$ cat config.mk
export PLATFORM = sky130hd
export DESIGN_NAME = mme_cell
export DESIGN_NICKNAME = d
export VERILOG_FILES = /design/src/hw/rtl/mme_pkg.sv /design/src/hw/rtl/mme_cell.sv
export SDC_FILE = /design/constraint.sdc
export NUM_CORES = 1
export LEC_CHECK = 0
export ABC_AREA = 1
export BUFFER_PORTS_ARGS = -buffer_cell sky130_fd_sc_hd__buf_2
export CORE_ASPECT_RATIO = 1.2
export CORE_UTILIZATION = 57
export DETAILED_ROUTE_END_ITERATION = 10
export GPL_TIMING_DRIVEN = 1
export PLACE_DENSITY_LB_ADDON = 0.08
export SLEW_MARGIN = 20
export SYNTH_ARGS = -nofsm -noshare
export SYNTH_HDL_FRONTEND = slang
export SYNTH_SLANG_ARGS = --single-unit
$ cat constraint.sdc
create_clock -name clk -period 6.5 [get_ports clk]
set_input_delay 0.325 -clock clk [delete_from_list [all_inputs] [get_ports clk]]
set_output_delay 0.325 -clock clk [all_outputs]
set_load 0.01 [all_outputs]
$ cat src/hw/rtl/mme_pkg.sv
// ----------------------------------------------------------------------------
// Matrix multiply engine package
// Shared constants, codes and types of the matrix multiply engine.
// ----------------------------------------------------------------------------
package mme_pkg;

  localparam int MAX_DIM_DEF    = 8;
  localparam int ELEM_WIDTH_DEF = 16;
  localparam int PROD_W         = 35;
  localparam int CMP_W          = 6;
  localparam int IDX_W          = 4;
  localparam int CFG_W          = 4;
  localparam int CFG_IDX_W      = 2;

  localparam logic [1:0] OP_WR_A = 2'd0;
  localparam logic [1:0] OP_WR_B = 2'd1;
  localparam logic [1:0] OP_MUL  = 2'd2;

  localparam logic [CFG_IDX_W-1:0] REG_ROWS_A    = 2'd0;
  localparam logic [CFG_IDX_W-1:0] REG_INNER_DIM = 2'd1;
  localparam logic [CFG_IDX_W-1:0] REG_COLS_B    = 2'd2;

  typedef struct packed {
    logic valid;
    logic mul;
    logic status;
    logic last;
  } ctl_t;

  typedef struct packed {
    logic             en_a;
    logic             en_b;
    logic [IDX_W-1:0] sel;
    logic [IDX_W-1:0] idx;
  } wr_t;

endpackage

$ cat src/hw/rtl/mme_cell.sv
// ----------------------------------------------------------------------------
// Matrix multiply cell
// Holds one column of A and one row of B and adds one product term to the
// partial sum that passes through it.
// ----------------------------------------------------------------------------
module mme_cell #(
  parameter int K          = 0,
  parameter int MAX_DIM    = mme_pkg::MAX_DIM_DEF,
  parameter int ELEM_WIDTH = mme_pkg::ELEM_WIDTH_DEF,
  parameter int IW         = $clog2(MAX_DIM)
) (
  input  logic                               clk,
  input  logic                               rst_n,
  input  logic                               adv,
  input  logic [mme_pkg::CMP_W-1:0]          ni,
  input  mme_pkg::wr_t                       wr,
  input  logic signed [ELEM_WIDTH-1:0]       wr_data,
  input  mme_pkg::ctl_t                      ctl_i,
  input  logic [IW-1:0]                      row_i,
  input  logic [IW-1:0]                      col_i,
  input  logic signed [mme_pkg::PROD_W-1:0]  psum_i,
  output mme_pkg::ctl_t                      ctl_o,
  output logic [IW-1:0]                      row_o,
  output logic [IW-1:0]                      col_o,
  output logic signed [mme_pkg::PROD_W-1:0]  psum_o
);

  logic signed [ELEM_WIDTH-1:0]       a_col_r [MAX_DIM];
  logic signed [ELEM_WIDTH-1:0]       b_row_r [MAX_DIM];
  mme_pkg::ctl_t                      ctl_r;
  logic [IW-1:0]                      row_r;
  logic [IW-1:0]                      col_r;
  logic signed [mme_pkg::PROD_W-1:0]  psum_r;
  logic signed [2*ELEM_WIDTH-1:0]     mul;
  logic                               active;
  logic signed [mme_pkg::PROD_W-1:0]  psum_nxt;

  assign mul      = a_col_r[row_i] * b_row_r[col_i];
  assign active   = ctl_i.valid && ctl_i.mul && (mme_pkg::CMP_W'(K) < ni);
  assign psum_nxt = active ? (psum_i + mme_pkg::PROD_W'(mul)) : psum_i;

  always_ff @(posedge clk) begin
    if (!rst_n) begin
      for (int n = 0; n < MAX_DIM; n++) begin
        a_col_r[n] <= '0;
        b_row_r[n] <= '0;
      end
    end else begin
      if (wr.en_a && wr.sel == mme_pkg::IDX_W'(K)) begin
        a_col_r[wr.idx[IW-1:0]] <= wr_data;
      end
      if (wr.en_b && wr.sel == mme_pkg::IDX_W'(K)) begin
        b_row_r[wr.idx[IW-1:0]] <= wr_data;
      end
    end
  end

  always_ff @(posedge clk) begin
    if (!rst_n) begin
      ctl_r <= '0;
    end else if (adv) begin
      ctl_r <= ctl_i;
    end
  end

  always_ff @(posedge clk) begin
    if (adv) begin
      row_r  <= row_i;
      col_r  <= col_i;
      psum_r <= psum_nxt;
    end
  end

  assign ctl_o  = ctl_r;
  assign row_o  = row_r;
  assign col_o  = col_r;
  assign psum_o = psum_r;

endmodule

==> results of run 1 <==
cell families (layout without fill, tap and decap cells):
logic type,after synthesis,count (layout),synth area share
and+or+nand+nor,1081,1081,0.169
buffers and inverters,621,962,0.101
DFF,301,301,0.357
xor gates and xnor gates,12,12,0.00417
AOI/OAI and AO/OA,289,289,0.0687
adders and majority gates,414,414,0.298
muxes,2,2,0.00179
cells in the final DEF (no fill, tap or decap), drive strengths merged, types with 3 or more instances in the layout:
cell         instances
a21oi               33
buf                390
bufinv               3
clkbuf              38
clkinv              11
clkinvlp             4
dfxtp                4
dlygate4sd3          6
edfxtp             297
fa                 310
ha                 104
inv                510
nand2              419
nand3               51
nand3b               4
nand4                8
nor2               574
nor3                11
nor4                 6
o21ai              181
o21bai               5
o22ai               60
or2                  7
xnor2                8
xor2                 4
sequential cells by signal (all words and copies together), names as in the netlist:
register / flops
col_o: 3
b_row_r: 128
psum_o: 35
row_o: 3
a_col_r: 128
ctl_o: 4
path summary, 6_finish.rpt:
kind | from | slack [ns] | to | cells after the start
setup / recovery | col_i[2] | 0.25 | psum_o[29] | 30
hold / removal | ctl_i[2] | 0.01 | ctl_o[2] | 3
setup reg to reg | a_col_r[6][13] | 0.31 | psum_o[19] | 26
hold reg to reg | ctl_o[1] | 0.50 | ctl_o[1] | 2
layout make-up:
class | instances | area (µm²)
fill | 3570 | 14300
multi-input combinational | 1798 | 13800
sequential | 301 | 9000
timing repair buffer | 397 | 2950
inverter | 512 | 1940
clock buffer | 37 | 798
tap | 559 | 699
clock inverter | 16 | 160
cell usage after synthesis, types with 25 or more instances:
master    count  area, µm²
a21oi_1      33        165
buf_2        47        235
buf_4        26        195
clkbuf_1     25       93.8
edfxtp_1    297       8920
fa_1        310       6210
ha_1        104       1300
inv_1       494       1850
nand2_1     402       1510
nand3_1      51        255
nor2_1      572       2150
o21ai_0     144        721
o22ai_1      58        363
metrics by stage:
step	cells	hold WS [ns]	setup slack, ns	setup TNS [ns]
detailed placement	3554	0.495	-0.295	-2.87
global placement	3554	0.475	-0.236	-1.81
CTS	3613	0.00140	0.0564	0
finish	3620	0.0119	0.252	0
global route	3620	0.0251	-0.0322	-0.159
floorplan	2720	0.424	0.190	0
per-layer routing:
layer,vias to the layer above,track usage,share of wire
met5,-,0,0
met4,0,0.137,0.049
met3,180,0.0296,0.056
met2,670,0.530,0.51
met1,9424,0.358,0.39
li1,9099,-,-
critical path, delay by kind of cell:
kind / cells / cell delay, ns
compound gates: 2 / 0.35
fa+ha+maj: 7 / 3.23
buf+inv: 12 / 1.85
simple gates: 9 / 0.82
repair_timing:
| item | 4_1_cts | 5_1_grt |
|---|---|---|
| endpoints found under the hold margin | 6 | 0 |
| endpoints found under the setup margin | 0 | 18 |
| hold buffers | 6 | 0 |
| resized for setup | 0 | 48 |
| buffers inserted | 0 | 6 |
==> flow_summary_export.csv, run 1 <==
group,metric,value,unit
outcome,status,"finished, final reports clean",
final_layout,post-route-util,0.672,
synthesis,yosys.cell_types.count,42,
setup_path,start_kind,"input pin",
synthesis,ys_seq_area_frac,0.357,
timing,fmax,160,MHz
die,die_area,45100,µm²
placed_design,placed_area,28100,µm²
timing,worst_pin_slew,0.876,ns
setup_path,required,6.84,ns
die,core,43700,µm²
synthesis,synth_top_flop_cell,"edfxtp_1",
drt,wl,64.6,mm
drt,avgViaCountPerCell,5.35,
setup_path,end_kind,"register",
timing,hold_viol_final,0,
timing,slew_viol_final,0,
synthesis,syn_area,25200,µm²
die,rows,84,
placed_design,gp_congestion,1.00,
timing,fin_skew,0.0211,ns
clock_network,htree_levels,1,
setup_path,crit_type,"input pin to register",
clock_network,clkTransAtPathRegs,0.07,ns
setup_path,max_stage_delay,0.53,ns
global_route,antenna_found_initial,0,
die,die_h,232,µm
global_route,grt_pass1_wl,103,mm
final_layout,n_antenna_cell,0,
global_route,overflow,0,
setup_path,cp_max_fo,12,
synthesis,ys_ff_latch,301,
final_layout,drive_above_1_share,0.177,
drt,first_pass_iters,5,
global_route,grt_max_degree,49,
clock_network,root_buffer,"clkbuf_16",
timing,setup_violations,0,
clock_network,cts_sinks,301,
synthesis,postSynthCellCount,2720,
final_layout,area_delta_synth_final,16.5,%
die,initial_utilization,0.577,
setup_path,cp_slowest_cell,"fa_1",
drt,ant_nets,0,
final_layout,final_area,29400,µm²
synthesis,synth_warnings,0,
timing,rsz0062_at_grt,"yes",
setup_path,critPathArrivalTime,6.58,ns
drt,drcViolationCount,0,
placed_design,io_buffers,123,
drt,drt-initial-drc-count,1194,
clock_network,clock_latency,0.59,ns
placed_design,dp_hpwl,50.2,mm
synthesis,synthesis.nets,3214,
die,num_io_pins,125,
synthesis,synth_edf_count,297,
clock_network,clk_path_buf_depth,3,
timing,final_min_period_over_clock_period,0.961,
min_path,holdCritPathClass,"input pin to register",
synthesis,async_flop_share,0,
synthesis,synth.avg_cell_area,9.27,µm²
final_layout,final_nets,3535,
drt,wl_per_cell,17.8,µm
drt,vias,19400,
global_route,grt_pass1_vias,20000,
run,max-cap-violations,0,
clock_network,cts_tree,"yes",
timing,max_slew_margin,0.415,
clock_network,numCtsBuffers,31,
global_route,grt_usage,0.294,
timing,period_needed,6.25,ns
die,die_w,194,µm
Power of run 1 is not shown: default switching activity piles up to over one toggle a cycle in this logic, so the estimate is an artifact.
==> inputs of run 2 (changes only) <==
--- a/config.mk
+++ b/config.mk
@@ -11,7 +11,8 @@
 export CORE_UTILIZATION = 57
 export DETAILED_ROUTE_END_ITERATION = 10
 export GPL_TIMING_DRIVEN = 1
-export PLACE_DENSITY_LB_ADDON = 0.08
+export PLACE_DENSITY = 0.76
+export RECOVER_POWER = 100
 export SLEW_MARGIN = 20
 export SYNTH_ARGS = -nofsm -noshare
 export SYNTH_HDL_FRONTEND = slang
==> run 2 against run 1 <==
  * Sequential share of layout area shrank 0.46 points
  * Clock skew grew 0.016 ns
  * Register-to-register slack lost 0.13 ns
  * Critical path depth shrank 2
  * Die area is the same
  * Hold slack lost 0.0018 ns
  * Worst setup slack lost 0.069 ns
  * Via count grew 1.9%
  * Wire length grew 2.9%
  * First-iteration DRC count grew 12%
  * Count of clock-buffer cells in the layout shrank 4
  * Maximum frequency shrank 1.1%
  * Highest routed layer unchanged
==> flow_summary_export.csv, run 2 (synthesized netlist as in run 1, its figures left out) <==
group,metric,value,unit
run,max-cap-violations,0,
clock_network,root_buffer,"clkbuf_16",
global_route,grt_pass1_vias,20700,
placed_design,dp_hpwl,51.0,mm
drt,first_pass_iters,5,
die,initial_utilization,0.577,
timing,hold_viol_final,0,
outcome,status,"finished, final reports clean",
final_layout,n_antenna_cell,0,
timing,layout_setup_ws,0.183,ns
global_route,grt_pass1_wl,106,mm
final_layout,final_cell_mix,"543 x nor2_1, 478 x inv_1, 385 x nand2_1",
clock_network,htree_levels,1,
placed_design,place_ws,-0.490,ns
drt,ant_nets,0,
timing,worst_pin_slew,1.01,ns
clock_network,clock_latency,0.61,ns
placed_design,gp_congestion,1.00,
setup_path,cp_slowest_cell,"fa_1",
timing,fmax,158,MHz
drt,avgViaCountPerCell,5.46,
global_route,grt_usage,0.299,
setup_path,max_stage_delay,0.55,ns
setup_path,crit_type,"register to register",
min_path,holdCritPathClass,"input pin to register",
final_layout,fillers,3249,
timing,period_needed,6.32,ns
min_path,whs_path_depth,1,
drt,wl,66.5,mm
setup_path,cp_max_fo,5,
drt,drt-initial-drc-count,1343,
timing,rsz0062_at_grt,"yes",
final_layout,multi_input_area,14200,µm²
clock_network,cts_sinks,301,
drt,wl_per_cell,18.4,µm
die,die_area,45100,µm²
die,core,43700,µm²
final_layout,drive_above_1_share,0.204,
global_route,antenna_found_initial,0,
timing,max_slew_margin,0.325,
global_route,grt_max_degree,49,
timing,final_min_period_over_clock_period,0.972,
clock_network,cts_tree,"yes",
setup_path,start_kind,"register",
setup_path,path_common_cell,"fa_1",
placed_design,io_buffers,123,
final_layout,final_nets,3532,
drt,drcViolationCount,0,
setup_path,required,6.82,ns
drt,vias,19700,
setup_path,r2r_cells,28,
die,die_w,194,µm
clock_network,clkTransAtPathRegs,0.06,ns
clock_network,clk_path_buf_depth,3,
die,die_h,232,µm
timing,finalHoldWorstSlack,0.0101,ns
timing,setup_violations,0,
final_layout,seq_area,9000,µm²
final_layout,area_delta_synth_final,18.3,%
setup_path,end_kind,"register",
final_layout,final_common_cell,"nor2_1",
timing,fin_skew,0.0372,ns
setup_path,critPathArrivalTime,6.64,ns
die,rows,84,
global_route,overflow,0,
timing,slew_viol_final,0,
clock_network,numCtsBuffers,30,
die,num_io_pins,125,
run 2: final timing paths:
kind	startpoint	slack, ns	to
setup / recovery	b_row_r[6][6]	0.18	psum_o[30]
hold / removal	row_i[0]	0.01	row_o[0]
setup reg to reg	b_row_r[6][6]	0.18	psum_o[30]
hold reg to reg	ctl_o[3]	0.51	ctl_o[3]
run 2: cell type report:
| type | instances | area share |
|---|---|---|
| multi-input cells | 1798 | 0.477 |
| flip-flops and latches | 301 | 0.302 |
| repair buffers | 395 | 0.101 |
| inverters | 512 | 0.0653 |
| clock buffers | 33 | 0.0256 |
| well taps | 559 | 0.0235 |
| clock inverters | 20 | 0.00592 |
run 2: what timing repair did:
item                                   in CTS  in global routing
resized for setup                           3                139
hold buffers                                6                  0
setup endpoints to repair                   3                 21
pin swaps                                   0                 30
setup buffers                               0                 19
endpoints found under the hold margin       6                  0
gates cloned                                0                  2
run 2: per-layer routing:
metal	GRT usage	part of all wire	up-vias
li1	-	-	9095
met1	0.350	0.37	9583
met2	0.540	0.51	861
met3	0.0413	0.062	209
met4	0.153	0.052	0
met5	0	0	-
run 2: per-stage QoR:
stage | cell area (µm²) | setup TNS [ns] | util | std cells
after floorplan | 25200 | 0 | - | 2720
after global placement | 28000 | -2.17 | 0.640 | 3538
after detailed placement | 28000 | -5.33 | 0.640 | 3538
after CTS | 29000 | 0 | 0.663 | 3597
after global routing | 29800 | -0.461 | 0.682 | 3618
final | 29800 | 0 | 0.682 | 3618
run 2: critical path: cells and delay by family (launching register included):
kind            cells  cell delay, ns
buf+inv             9            1.08
flops               1            0.32
compound gates      4            0.81
simple gates        8            0.78
fa+ha+maj           7            3.02
Power of run 2 is left out for the same reason.
